$ cat config.mk
export PLATFORM = sky130hd
export DESIGN_NAME = hex_dump_row_formatter
export DESIGN_NICKNAME = d
export VERILOG_FILES = /design/src/hdrf_pkg.sv /design/src/hdrf_front.sv /design/src/hdrf_row_fifo.sv /design/src/hdrf_back.sv /design/src/hex_dump_row_formatter.sv
export SDC_FILE = /design/constraint.sdc
export NUM_CORES = 1
export LEC_CHECK = 0
export BUFFER_PORTS_ARGS = -buffer_cell sky130_fd_sc_hd__buf_2
export CAP_MARGIN = 40
export CORE_MARGIN = 5
export CORE_UTILIZATION = 45
export CTS_BUF_LIST = sky130_fd_sc_hd__clkbuf_4
export DETAILED_ROUTE_END_ITERATION = 8
export SYNTH_ARGS = -nofsm -noshare
export SYNTH_HDL_FRONTEND = slang
export SYNTH_SLANG_ARGS = --single-unit
$ cat constraint.sdc
create_clock -name clock -period 13.75 [get_ports clock]
set_input_delay 0.6875 -clock clock [delete_from_list [all_inputs] [get_ports clock]]
set_output_delay 0.6875 -clock clock [all_outputs]
set_load 0.005 [all_outputs]
$ cat src/hdrf_pkg.sv
package hdrf_pkg;

   typedef enum logic [2:0] {
      ST_IDLE,
      ST_ADDR,
      ST_COLON,
      ST_HEX,
      ST_GAP,
      ST_ASCII,
      ST_EOL
   } back_state_type;

   typedef struct packed {
      logic full;
      logic empty;
   } fifo_status_type;

   localparam int FIFO_DEPTH = 2;

   localparam logic REQ_FLUSH = 1'b1;

   localparam logic [6:0] CH_SPACE   = 7'h20;
   localparam logic [6:0] CH_COLON   = 7'h3A;
   localparam logic [6:0] CH_DOT     = 7'h2E;
   localparam logic [6:0] CH_TILDE   = 7'h7E;
   localparam logic [6:0] CH_NEWLINE = 7'h0A;

   localparam logic [127:0] HEX_DIGITS = "0123456789ABCDEF";

   function automatic logic [6:0] hex_char(input logic [3:0] nib);
      return HEX_DIGITS[8 * (4'd15 - nib) +: 7];
   endfunction

   function automatic logic [6:0] ascii_char(input logic [7:0] d);
      logic [6:0] v;
      v = d[6:0];
      if (v < CH_SPACE || v > CH_TILDE) begin
         return CH_DOT;
      end
      return v;
   endfunction

endpackage

$ cat src/hdrf_front.sv
module hdrf_front #(
   parameter int COLUMNS    = 8,
   parameter int ADDR_BYTES = 4
) (
   input  logic                                   clock,
   input  logic                                   reset,
   input  logic                                   req_valid,
   output logic                                   req_ready,
   input  logic                                   req_type,
   input  logic [31:0]                            req_addr,
   input  logic [7:0]                             req_data,
   input  hdrf_pkg::fifo_status_type              q_status,
   output logic                                   push,
   output logic [8*ADDR_BYTES+9*COLUMNS-1:0]      push_entry
);
   import hdrf_pkg::*;

   localparam int COL_W = $clog2(COLUMNS);
   localparam logic [31:0] OFS_MASK = 32'(COLUMNS - 1);

   logic               row_valid_ff, row_valid_in;
   logic [31:0]        row_base_ff, row_base_in;
   logic [COLUMNS-1:0] col_valid_ff, col_valid_in;
   logic [7:0]         col_data_ff [COLUMNS];
   logic [8*COLUMNS-1:0] data_flat;

   logic              accept;
   logic              is_flush;
   logic              other_row;
   logic [31:0]       addr_base;
   logic [COL_W-1:0]  ofs;

   assign req_ready = !q_status.full;
   assign accept    = req_valid && req_ready;
   assign is_flush  = (req_type == REQ_FLUSH);
   assign addr_base = req_addr & ~OFS_MASK;
   assign ofs       = COL_W'(req_addr & OFS_MASK);
   assign other_row = row_valid_ff && (row_base_ff != addr_base);

   // the pending row leaves on a flush or when a byte lands outside it
   assign push = accept && row_valid_ff && (is_flush || other_row);

   for (genvar i = 0; i < COLUMNS; i++) begin : g_flat
      assign data_flat[8*i +: 8] = col_data_ff[i];
   end

   assign push_entry = {row_base_ff[8*ADDR_BYTES-1:0], col_valid_ff, data_flat};

   always_comb begin
      row_valid_in = row_valid_ff;
      row_base_in  = row_base_ff;
      col_valid_in = col_valid_ff;
      if (accept) begin
         if (is_flush) begin
            row_valid_in = 1'b0;
         end else begin
            if (!row_valid_ff || other_row) begin
               row_base_in  = addr_base;
               col_valid_in = '0;
            end
            row_valid_in      = 1'b1;
            col_valid_in[ofs] = 1'b1;
         end
      end
   end

   always_ff @(posedge clock) begin
      if (reset) begin
         row_valid_ff <= 1'b0;
         row_base_ff  <= '0;
         col_valid_ff <= '0;
      end else begin
         row_valid_ff <= row_valid_in;
         row_base_ff  <= row_base_in;
         col_valid_ff <= col_valid_in;
      end
   end

   always_ff @(posedge clock) begin
      if (accept && !is_flush) begin
         col_data_ff[ofs] <= req_data;
      end
   end

endmodule

$ cat src/hdrf_row_fifo.sv
module hdrf_row_fifo #(
   parameter int WIDTH = 104
) (
   input  logic                      clock,
   input  logic                      reset,
   input  logic                      push,
   input  logic [WIDTH-1:0]          push_data,
   input  logic                      pop,
   output logic [WIDTH-1:0]          pop_data,
   output hdrf_pkg::fifo_status_type status
);
   import hdrf_pkg::*;

   localparam int PTR_W = (FIFO_DEPTH > 1) ? $clog2(FIFO_DEPTH) : 1;
   localparam int CNT_W = $clog2(FIFO_DEPTH + 1);

   logic [WIDTH-1:0] mem_ff [FIFO_DEPTH];
   logic [PTR_W-1:0] wr_ptr_ff, wr_ptr_in;
   logic [PTR_W-1:0] rd_ptr_ff, rd_ptr_in;
   logic [CNT_W-1:0] count_ff, count_in;
   logic             do_push, do_pop;

   assign status.full  = (count_ff == CNT_W'(FIFO_DEPTH));
   assign status.empty = (count_ff == '0);
   assign do_push      = push && !status.full;
   assign do_pop       = pop && !status.empty;
   assign pop_data     = mem_ff[rd_ptr_ff];

   always_comb begin
      wr_ptr_in = wr_ptr_ff;
      rd_ptr_in = rd_ptr_ff;
      count_in  = count_ff;
      if (do_push) begin
         wr_ptr_in = (wr_ptr_ff == PTR_W'(FIFO_DEPTH - 1)) ? '0 : wr_ptr_ff + 1'b1;
      end
      if (do_pop) begin
         rd_ptr_in = (rd_ptr_ff == PTR_W'(FIFO_DEPTH - 1)) ? '0 : rd_ptr_ff + 1'b1;
      end
      if (do_push && !do_pop) begin
         count_in = count_ff + 1'b1;
      end else if (do_pop && !do_push) begin
         count_in = count_ff - 1'b1;
      end
   end

   always_ff @(posedge clock) begin
      if (reset) begin
         wr_ptr_ff <= '0;
         rd_ptr_ff <= '0;
         count_ff  <= '0;
      end else begin
         wr_ptr_ff <= wr_ptr_in;
         rd_ptr_ff <= rd_ptr_in;
         count_ff  <= count_in;
      end
   end

   always_ff @(posedge clock) begin
      if (do_push) begin
         mem_ff[wr_ptr_ff] <= push_data;
      end
   end

endmodule

$ cat src/hdrf_back.sv
module hdrf_back #(
   parameter int COLUMNS    = 8,
   parameter int ADDR_BYTES = 4
) (
   input  logic                              clock,
   input  logic                              reset,
   input  logic [8*ADDR_BYTES+9*COLUMNS-1:0] entry,
   input  hdrf_pkg::fifo_status_type         q_status,
   output logic                              pop,
   output logic                              out_valid,
   input  logic                              out_ready,
   output logic [6:0]                        out_char,
   output logic                              out_eol
);
   import hdrf_pkg::*;

   localparam int NIB_CNT = 2 * ADDR_BYTES;
   localparam int IDX_W   = $clog2(NIB_CNT);
   localparam int COL_W   = $clog2(COLUMNS);
   localparam int ROW_LEN = 2 * ADDR_BYTES + 3 + 4 * COLUMNS;
   localparam int PEND_W  = $clog2(ROW_LEN + 1);

   back_state_type state_ff, state_in;
   logic [IDX_W-1:0]  idx_ff, idx_in;
   logic [COL_W-1:0]  col_ff, col_in;
   logic [1:0]        phase_ff, phase_in;
   logic [PEND_W-1:0] pend_ff, pend_in;
   logic              out_valid_ff;
   logic [6:0]        out_char_ff;
   logic              out_eol_ff;

   logic [8*ADDR_BYTES-1:0] ent_base;
   logic [COLUMNS-1:0]      ent_mask;
   logic [8*COLUMNS-1:0]    ent_bytes;
   logic [7:0]              cur_byte;
   logic [IDX_W-1:0]        dsel;
   logic [3:0]              nib;

   logic       emit_ok;
   logic [6:0] cur_char;
   logic       cur_space;
   logic       advance;
   logic       load;
   logic [6:0] load_char;
   logic       load_eol;

   assign ent_bytes = entry[8*COLUMNS-1:0];
   assign ent_mask  = entry[8*COLUMNS +: COLUMNS];
   assign ent_base  = entry[9*COLUMNS +: 8*ADDR_BYTES];
   assign cur_byte  = ent_bytes[8*col_ff +: 8];
   assign dsel      = IDX_W'(NIB_CNT - 1) - idx_ff;
   assign nib       = ent_base[4*dsel +: 4];

   assign emit_ok   = !out_valid_ff || out_ready;
   assign out_valid = out_valid_ff;
   assign out_char  = out_char_ff;
   assign out_eol   = out_eol_ff;

   // character at the current row position
   always_comb begin
      cur_char = CH_SPACE;
      case (state_ff)
         ST_ADDR: begin
            cur_char = hex_char(nib);
         end
         ST_COLON: begin
            cur_char = (idx_ff == '0) ? CH_COLON : CH_SPACE;
         end
         ST_HEX: begin
            if (ent_mask[col_ff]) begin
               if (phase_ff == 2'd0) begin
                  cur_char = hex_char(cur_byte[7:4]);
               end else if (phase_ff == 2'd1) begin
                  cur_char = hex_char(cur_byte[3:0]);
               end
            end
         end
         ST_ASCII: begin
            if (ent_mask[col_ff]) begin
               cur_char = ascii_char(cur_byte);
            end
         end
         default: begin
            cur_char = CH_SPACE;
         end
      endcase
   end

   assign cur_space = (cur_char == CH_SPACE);
   // spaces are only counted; they go out once a later visible character shows up
   assign advance   = cur_space || (pend_ff == '0 && emit_ok);

   // next state
   always_comb begin
      state_in = state_ff;
      idx_in   = idx_ff;
      col_in   = col_ff;
      phase_in = phase_ff;
      case (state_ff)
         ST_IDLE: begin
            if (!q_status.empty) begin
               state_in = ST_ADDR;
               idx_in   = '0;
            end
         end
         ST_ADDR: begin
            if (advance) begin
               if (idx_ff == IDX_W'(NIB_CNT - 1)) begin
                  state_in = ST_COLON;
                  idx_in   = '0;
               end else begin
                  idx_in = idx_ff + 1'b1;
               end
            end
         end
         ST_COLON: begin
            if (advance) begin
               if (idx_ff == IDX_W'(1)) begin
                  state_in = ST_HEX;
                  col_in   = '0;
                  phase_in = 2'd0;
               end else begin
                  idx_in = idx_ff + 1'b1;
               end
            end
         end
         ST_HEX: begin
            if (advance) begin
               if (phase_ff == 2'd2) begin
                  phase_in = 2'd0;
                  if (col_ff == COL_W'(COLUMNS - 1)) begin
                     state_in = ST_GAP;
                  end else begin
                     col_in = col_ff + 1'b1;
                  end
               end else begin
                  phase_in = phase_ff + 2'd1;
               end
            end
         end
         ST_GAP: begin
            if (advance) begin
               state_in = ST_ASCII;
               col_in   = '0;
            end
         end
         ST_ASCII: begin
            if (advance) begin
               if (col_ff == COL_W'(COLUMNS - 1)) begin
                  state_in = ST_EOL;
               end else begin
                  col_in = col_ff + 1'b1;
               end
            end
         end
         ST_EOL: begin
            if (emit_ok) begin
               state_in = ST_IDLE;
            end
         end
         default: begin
            state_in = ST_IDLE;
         end
      endcase
   end

   // outputs
   always_comb begin
      pend_in   = pend_ff;
      load      = 1'b0;
      load_char = CH_SPACE;
      load_eol  = 1'b0;
      pop       = 1'b0;
      case (state_ff)
         ST_ADDR, ST_COLON, ST_HEX, ST_GAP, ST_ASCII: begin
            if (cur_space) begin
               pend_in = pend_ff + 1'b1;
            end else if (emit_ok) begin
               load = 1'b1;
               if (pend_ff != '0) begin
                  load_char = CH_SPACE;
                  pend_in   = pend_ff - 1'b1;
               end else begin
                  load_char = cur_char;
               end
            end
         end
         ST_EOL: begin
            if (emit_ok) begin
               load      = 1'b1;
               load_char = CH_NEWLINE;
               load_eol  = 1'b1;
               pop       = 1'b1;
               pend_in   = '0;
            end
         end
         default: begin
            pend_in = pend_ff;
         end
      endcase
   end

   always_ff @(posedge clock) begin
      if (reset) begin
         state_ff     <= ST_IDLE;
         idx_ff       <= '0;
         col_ff       <= '0;
         phase_ff     <= '0;
         pend_ff      <= '0;
         out_valid_ff <= 1'b0;
      end else begin
         state_ff <= state_in;
         idx_ff   <= idx_in;
         col_ff   <= col_in;
         phase_ff <= phase_in;
         pend_ff  <= pend_in;
         if (load) begin
            out_valid_ff <= 1'b1;
         end else if (out_ready) begin
            out_valid_ff <= 1'b0;
         end
      end
   end

   always_ff @(posedge clock) begin
      if (load) begin
         out_char_ff <= load_char;
         out_eol_ff  <= load_eol;
      end
   end

endmodule

$ cat src/hex_dump_row_formatter.sv
// Hex dump row formatter.
// req channel: one beat per data byte (tuser = 0) or flush (tuser = 1). Bytes
// gather into a row of COLUMNS aligned addresses. A byte outside the pending
// row, or a flush, closes that row and hands it to the character sequencer.
// rsp channel: one beat per character of a closed row, trailing spaces trimmed,
// then a newline beat with tlast high.
// After the beat that closes a row is accepted, the row is written to the row
// queue, the idle sequencer picks it up and the first character is registered.
// Throughput: the front takes one beat per cycle while its two-entry row queue
// has room. The sequencer steps through every row position and also spends a
// step on each inner space that it sends, then sends the newline and returns
// to idle. The back-end sequencer sets the sustained rate.
// Reset (synchronous) drops the pending row, empties the queue and clears the
// output valid flag. A stalled rsp holds its beat; the sequencer waits, the queue
// fills, and req_tready falls once both queue entries hold closed rows.
module hex_dump_row_formatter #(
   parameter int COLUMNS    = 8,
   parameter int ADDR_BYTES = 4
) (
   input  logic        clock,
   input  logic        reset,
   input  logic        req_tvalid,
   output logic        req_tready,
   input  logic [39:0] req_tdata,   // byte_address[31:0], data_byte[39:32]
   input  logic        req_tuser,   // req_type
   output logic        rsp_tvalid,
   input  logic        rsp_tready,
   output logic [7:0]  rsp_tdata,   // text_char[6:0], zero[7]
   output logic        rsp_tlast
);
   import hdrf_pkg::*;

   localparam int ENTRY_W = 8 * ADDR_BYTES + 9 * COLUMNS;

   fifo_status_type    q_status;
   logic               push, pop;
   logic [ENTRY_W-1:0] push_entry, pop_entry;
   logic [6:0]         text_char;

   hdrf_front #(
      .COLUMNS    (COLUMNS),
      .ADDR_BYTES (ADDR_BYTES)
   ) u_front (
      .clock      (clock),
      .reset      (reset),
      .req_valid  (req_tvalid),
      .req_ready  (req_tready),
      .req_type   (req_tuser),
      .req_addr   (req_tdata[31:0]),
      .req_data   (req_tdata[39:32]),
      .q_status   (q_status),
      .push       (push),
      .push_entry (push_entry)
   );

   hdrf_row_fifo #(
      .WIDTH (ENTRY_W)
   ) u_fifo (
      .clock     (clock),
      .reset     (reset),
      .push      (push),
      .push_data (push_entry),
      .pop       (pop),
      .pop_data  (pop_entry),
      .status    (q_status)
   );

   hdrf_back #(
      .COLUMNS    (COLUMNS),
      .ADDR_BYTES (ADDR_BYTES)
   ) u_back (
      .clock     (clock),
      .reset     (reset),
      .entry     (pop_entry),
      .q_status  (q_status),
      .pop       (pop),
      .out_valid (rsp_tvalid),
      .out_ready (rsp_tready),
      .out_char  (text_char),
      .out_eol   (rsp_tlast)
   );

   assign rsp_tdata = {1'b0, text_char};

endmodule

==> run summary <==
The total congestion overflow is 0. STA classifies the critical path endpoint as a flop. Pin placement for this block handled 56 I/O pins. The clock reaches the later pin of the worst-skew pair after 0.71 ns.

Averaged over all synthesized cells, the footprint is 15.9 um2. The fraction of registers with async set/reset was 0%; the layout net count was 1077. For the hold violation count in the final report, the log shows 0. In this run the register-to-register setup slack is 7.56 ns. Measured along the y axis, the die boundary spans 187 um. The total clock sinks is 335. Wires add up to 28900 um.

The number of buffers inserted by port buffering was 54; the data arrival time of the worst path was 6.80 ns. Following the worst setup path forward leads to its endpoint at u_back.pend_ff[5]$_SDFFE_PP0P_. For the pin with the worst max-slew slack, the measured transition is 0.915 ns.

The area of the core is 0.0307 mm2. In this run the post-CTS setup repair buffer count came out at 0. The multi-input combinational cell area is 0.00425 mm2.

Once detail routing completed, the nets flagged for antenna violations numbered 0. Row generation in the floorplan step produced 64 rows. From left edge to right edge, the die measures 187 um. The final total negative setup slack is 0 ns. Count of endpoints failing setup in the final report: 0. The logs give 38.7% for the normalized max-slew margin and 0 for the post-cts resize count.

Of the cells placed in the final design, the portion with a size suffix greater than 1 is 25.0%. For the finished layout, the period the worst path requires is 6.19 ns. After detailed routing, the average wire length per cell comes to 19.5 um. The flow ran to the end, and the final reports show no timing, DRC or antenna violations. TritonCTS created 88 clock buffers. The part of the Yosys area used for sequential elements came out at 67.3%. For this run, design rule violations remaining after detail routing come to 0. The logs give 8265 for the via count of the first global-routing pass and 7980 for the via count of the routed design. The finished cells cover 0.0158 mm2. Power density relative to cell area: 143 mW/mm2. The run gives 0.833 as the last weighted congestion value of the routability-driven placer.

The cell count after synthesis came out at 884. The maximum buffer depth of the clock tree was 3; the number of antenna violations at the first check in global routing was 3. Max-slew violation count: 0. Portion of the clock cycle consumed by the worst path in the final layout: 45.0%. The netlist uses 83 different library cells.

For the worst flop-to-flop path, the logic depth is 20. In this run the worst path has a maximum fanout of 33. Type of origin of the critical path: a flop. For this run, the number of Yosys warnings is 0. TritonCTS built the clock tree.

The max-capacitance violation count was 0; the pin count of the biggest net entering global routing was 65. The initial utilization of the core area, before any placement, comes to 45.8%. The tools report the wire length of the first global-routing pass as 45800 um.

Static timing analysis puts the maximum clock frequency at 162 MHz. The die covers 0.0348 mm2. Between clock sinks in the finished design, the worst skew comes to 0.0497 ns. Registers take 0.00945 mm2.

Clock-pin slew was measured on the worst setup and hold paths at 0.07 ns. For the cell area after synthesis, the log shows 0.0140 mm2. Prevailing post-synth register cell: edfxtp_1. Worst path required time: 14.36 ns.

By startpoint and endpoint, the worst setup path is classified as flop to flop. Counting every net in the synthesized netlist gives 951. The filler cells instantiated in the layout total 2633. The cell area reported after detailed placement came out at 0.0147 mm2. The number of DRC markers in iteration 0 came out at 489. After synthesis the netlist holds a flip-flop and latch count of 335. Leakage power summed over all cells: 5.66 nW. The tools report the overall global routing resource usage as 16.5%.

After detailed routing, the number of vias per cell comes to 5.41. Setup repair after global routing left no endpoint under its margin. The logs give 59.0 uV for the largest vdd supply drop and 0 for the number of hold buffers added after cts. Yosys mapped a number of flops with a built-in enable equal to 274. Detailed placement finished with a half-perimeter wire length of 18400 um. The path class of the lowest-slack min-delay path is primary input to flop. The count of H-tree levels built during CTS is 3, and the post-synthesis to final-layout area growth is 12.8%.

For this run, the detailed router's first-pass iteration total came to 7. Endpoint of the worst-slack reg-to-reg timing path: u_back.pend_ff[5]$_SDFFE_PP0P_. The buffer cell driving the clock tree root was clkbuf_4.
## stage by stage
step                setup WS [ns]  utilization, %  power (mW)  hold slack [ns]  instances
global placement             7.69            47.9        1.46            0.422       1314
finish                       7.56            51.6        2.27            0.241       1476
detailed placement           7.57            47.9        1.46            0.430       1316
floorplan                    7.39               -        1.38            0.418        884
CTS                          7.55            51.6        2.31            0.180       1475
global route                 7.03            51.6        2.41            0.185       1476
## metal layers
layer	GRT usage [%]	vias up	routed length, um
met1	22.1	3938	13000
li1	-	3776	-
met3	3.74	61	1230
met5	0	-	21
met2	26.5	201	13900
met4	6.53	4	784
## final cells by class
type / count / area share [%]
sequential: 335 / 59.7
multi-input combinational: 485 / 26.8
clock buffer: 130 / 6.16
tap: 396 / 3.13
timing repair buffer: 72 / 2.54
clock inverter: 29 / 0.972
inverter: 28 / 0.664
antenna: 1 / 0.0158
## power by group
part / leakage [nW] / total, mW / internal, mW / switching (mW)
Combinational: 1.94 / 0.280 / 0.106 / 0.174
Clock: 0.678 / 0.835 / 0.440 / 0.394
Sequential: 3.05 / 1.16 / 1.13 / 0.0243
## registers in the layout, summed over array words and instances, names as in the netlist, named ones only
register	flops
u_front.row_valid_ff	1
u_fifo.mem_ff	202
u_back.col_ff	3
u_back.idx_ff	3
u_back.state_ff	3
u_front.row_base_ff	29
u_front.col_data_ff	64
u_back.out_eol	1
u_front.col_valid_ff	8
u_fifo.count_ff	2
u_back.out_char	7
u_back.phase_ff	2
u_fifo.rd_ptr_ff	1
u_back.out_valid	1
u_fifo.wr_ptr_ff	1
u_back.pend_ff	6
## layout by cell type (no fill, tap or decap), types with 12 or more instances in the layout
| master | netlist | layout |
|---|---|---|
| buf_2 | 4 | 55 |
| edfxtp_1 | 274 | 274 |
| inv_1 | 22 | 22 |
| buf_4 | 2 | 17 |
| mux4_2 | 18 | 18 |
| a21oi_1 | 22 | 21 |
| nor2b_1 | 13 | 12 |
| nand4_1 | 13 | 13 |
| mux4_1 | 24 | 24 |
| clkbuf_4 | 0 | 130 |
| nand2_1 | 34 | 34 |
| dfxtp_1 | 61 | 60 |
| mux2i_1 | 53 | 53 |
| ha_1 | 21 | 21 |
| xnor2_1 | 13 | 13 |
| nor2_1 | 70 | 70 |
| clkinv_1 | 3 | 18 |
| nor3_1 | 21 | 17 |
| xor2_1 | 25 | 25 |
| nand3_1 | 14 | 14 |
| o21ai_0 | 14 | 14 |
## how the worst min path moves through the flow
stage | start | to | slack [ns] | cells after the start
2_1_floorplan | u_front.col_valid_ff[0]$_SDFFE_PP0P_ | u_fifo.mem_ff[0][64]$_DFFE_PP_ | 0.42 | 0
4_1_cts | req_tdata[20] | u_front.row_base_ff[20]$_SDFFE_PP0P_ | 0.18 | 3
3_3_place_gp | u_front.col_data_ff[4][7]$_DFFE_PP_ | u_fifo.mem_ff[0][39]$_DFFE_PP_ | 0.42 | 0
3_5_place_dp | u_front.col_data_ff[2][2]$_DFFE_PP_ | u_fifo.mem_ff[1][18]$_DFFE_PP_ | 0.43 | 0
5_1_grt | req_tdata[9] | u_front.row_base_ff[9]$_SDFFE_PP0P_ | 0.18 | 3
6_report | req_tdata[30] | u_front.row_base_ff[30]$_SDFFE_PP0P_ | 0.24 | 3
## synthesized netlist by cell type, types with 14 or more instances
cell type  count  area, um2
a21oi_1       22        110
nand2_1       34        128
edfxtp_1     274       8230
nor3_1        21        105
dfxtp_1       61       1220
clkbuf_1      16       60.1
mux4_2        18        405
xor2_1        25        219
o21ai_0       14       70.1
nor2_1        70        263
mux2i_1       53        531
ha_1          21        263
nand3_1       14       70.1
mux4_1        24        631
inv_1         22       82.6
## critical path, stage by stage (launching register included)
cell and delay, ns:
dfxtp_4 0.74, buf_4 0.54, mux4_1 0.65, nand2_1 0.09
and4_1 0.31, inv_1 0.16, ha_1 0.24, a221oi_1 0.44
a311oi_1 0.23, nor4_4 0.32, nand4b_4 0.21, or3_1 0.53
ha_1 0.36, a21o_1 0.18, a21oi_1 0.22, o21bai_1 0.09
a21oi_1 0.17, xnor2_1 0.09, nor3_1 0.13, mux2i_1 0.10
o32ai_1 0.21
## kinds of logic (layout without fill, tap and decap cells)
logic type               count (synthesis)  count (layout)  synth area share [%]
AND/OR/NAND/NOR                        206             206                  7.39
adder cells (fa/ha/maj)                 22              22                  2.01
flip-flops                             335             335                  67.3
AO/OA/AOI/OAI                          118             118                  6.48
other                                    1               2                0.0267
buffers and inverters                   64             259                  2.81
XOR/XNOR                                38              38                  2.37
multiplexers                           100             100                  11.6
Note: power is estimated with default switching activity, not from simulation.
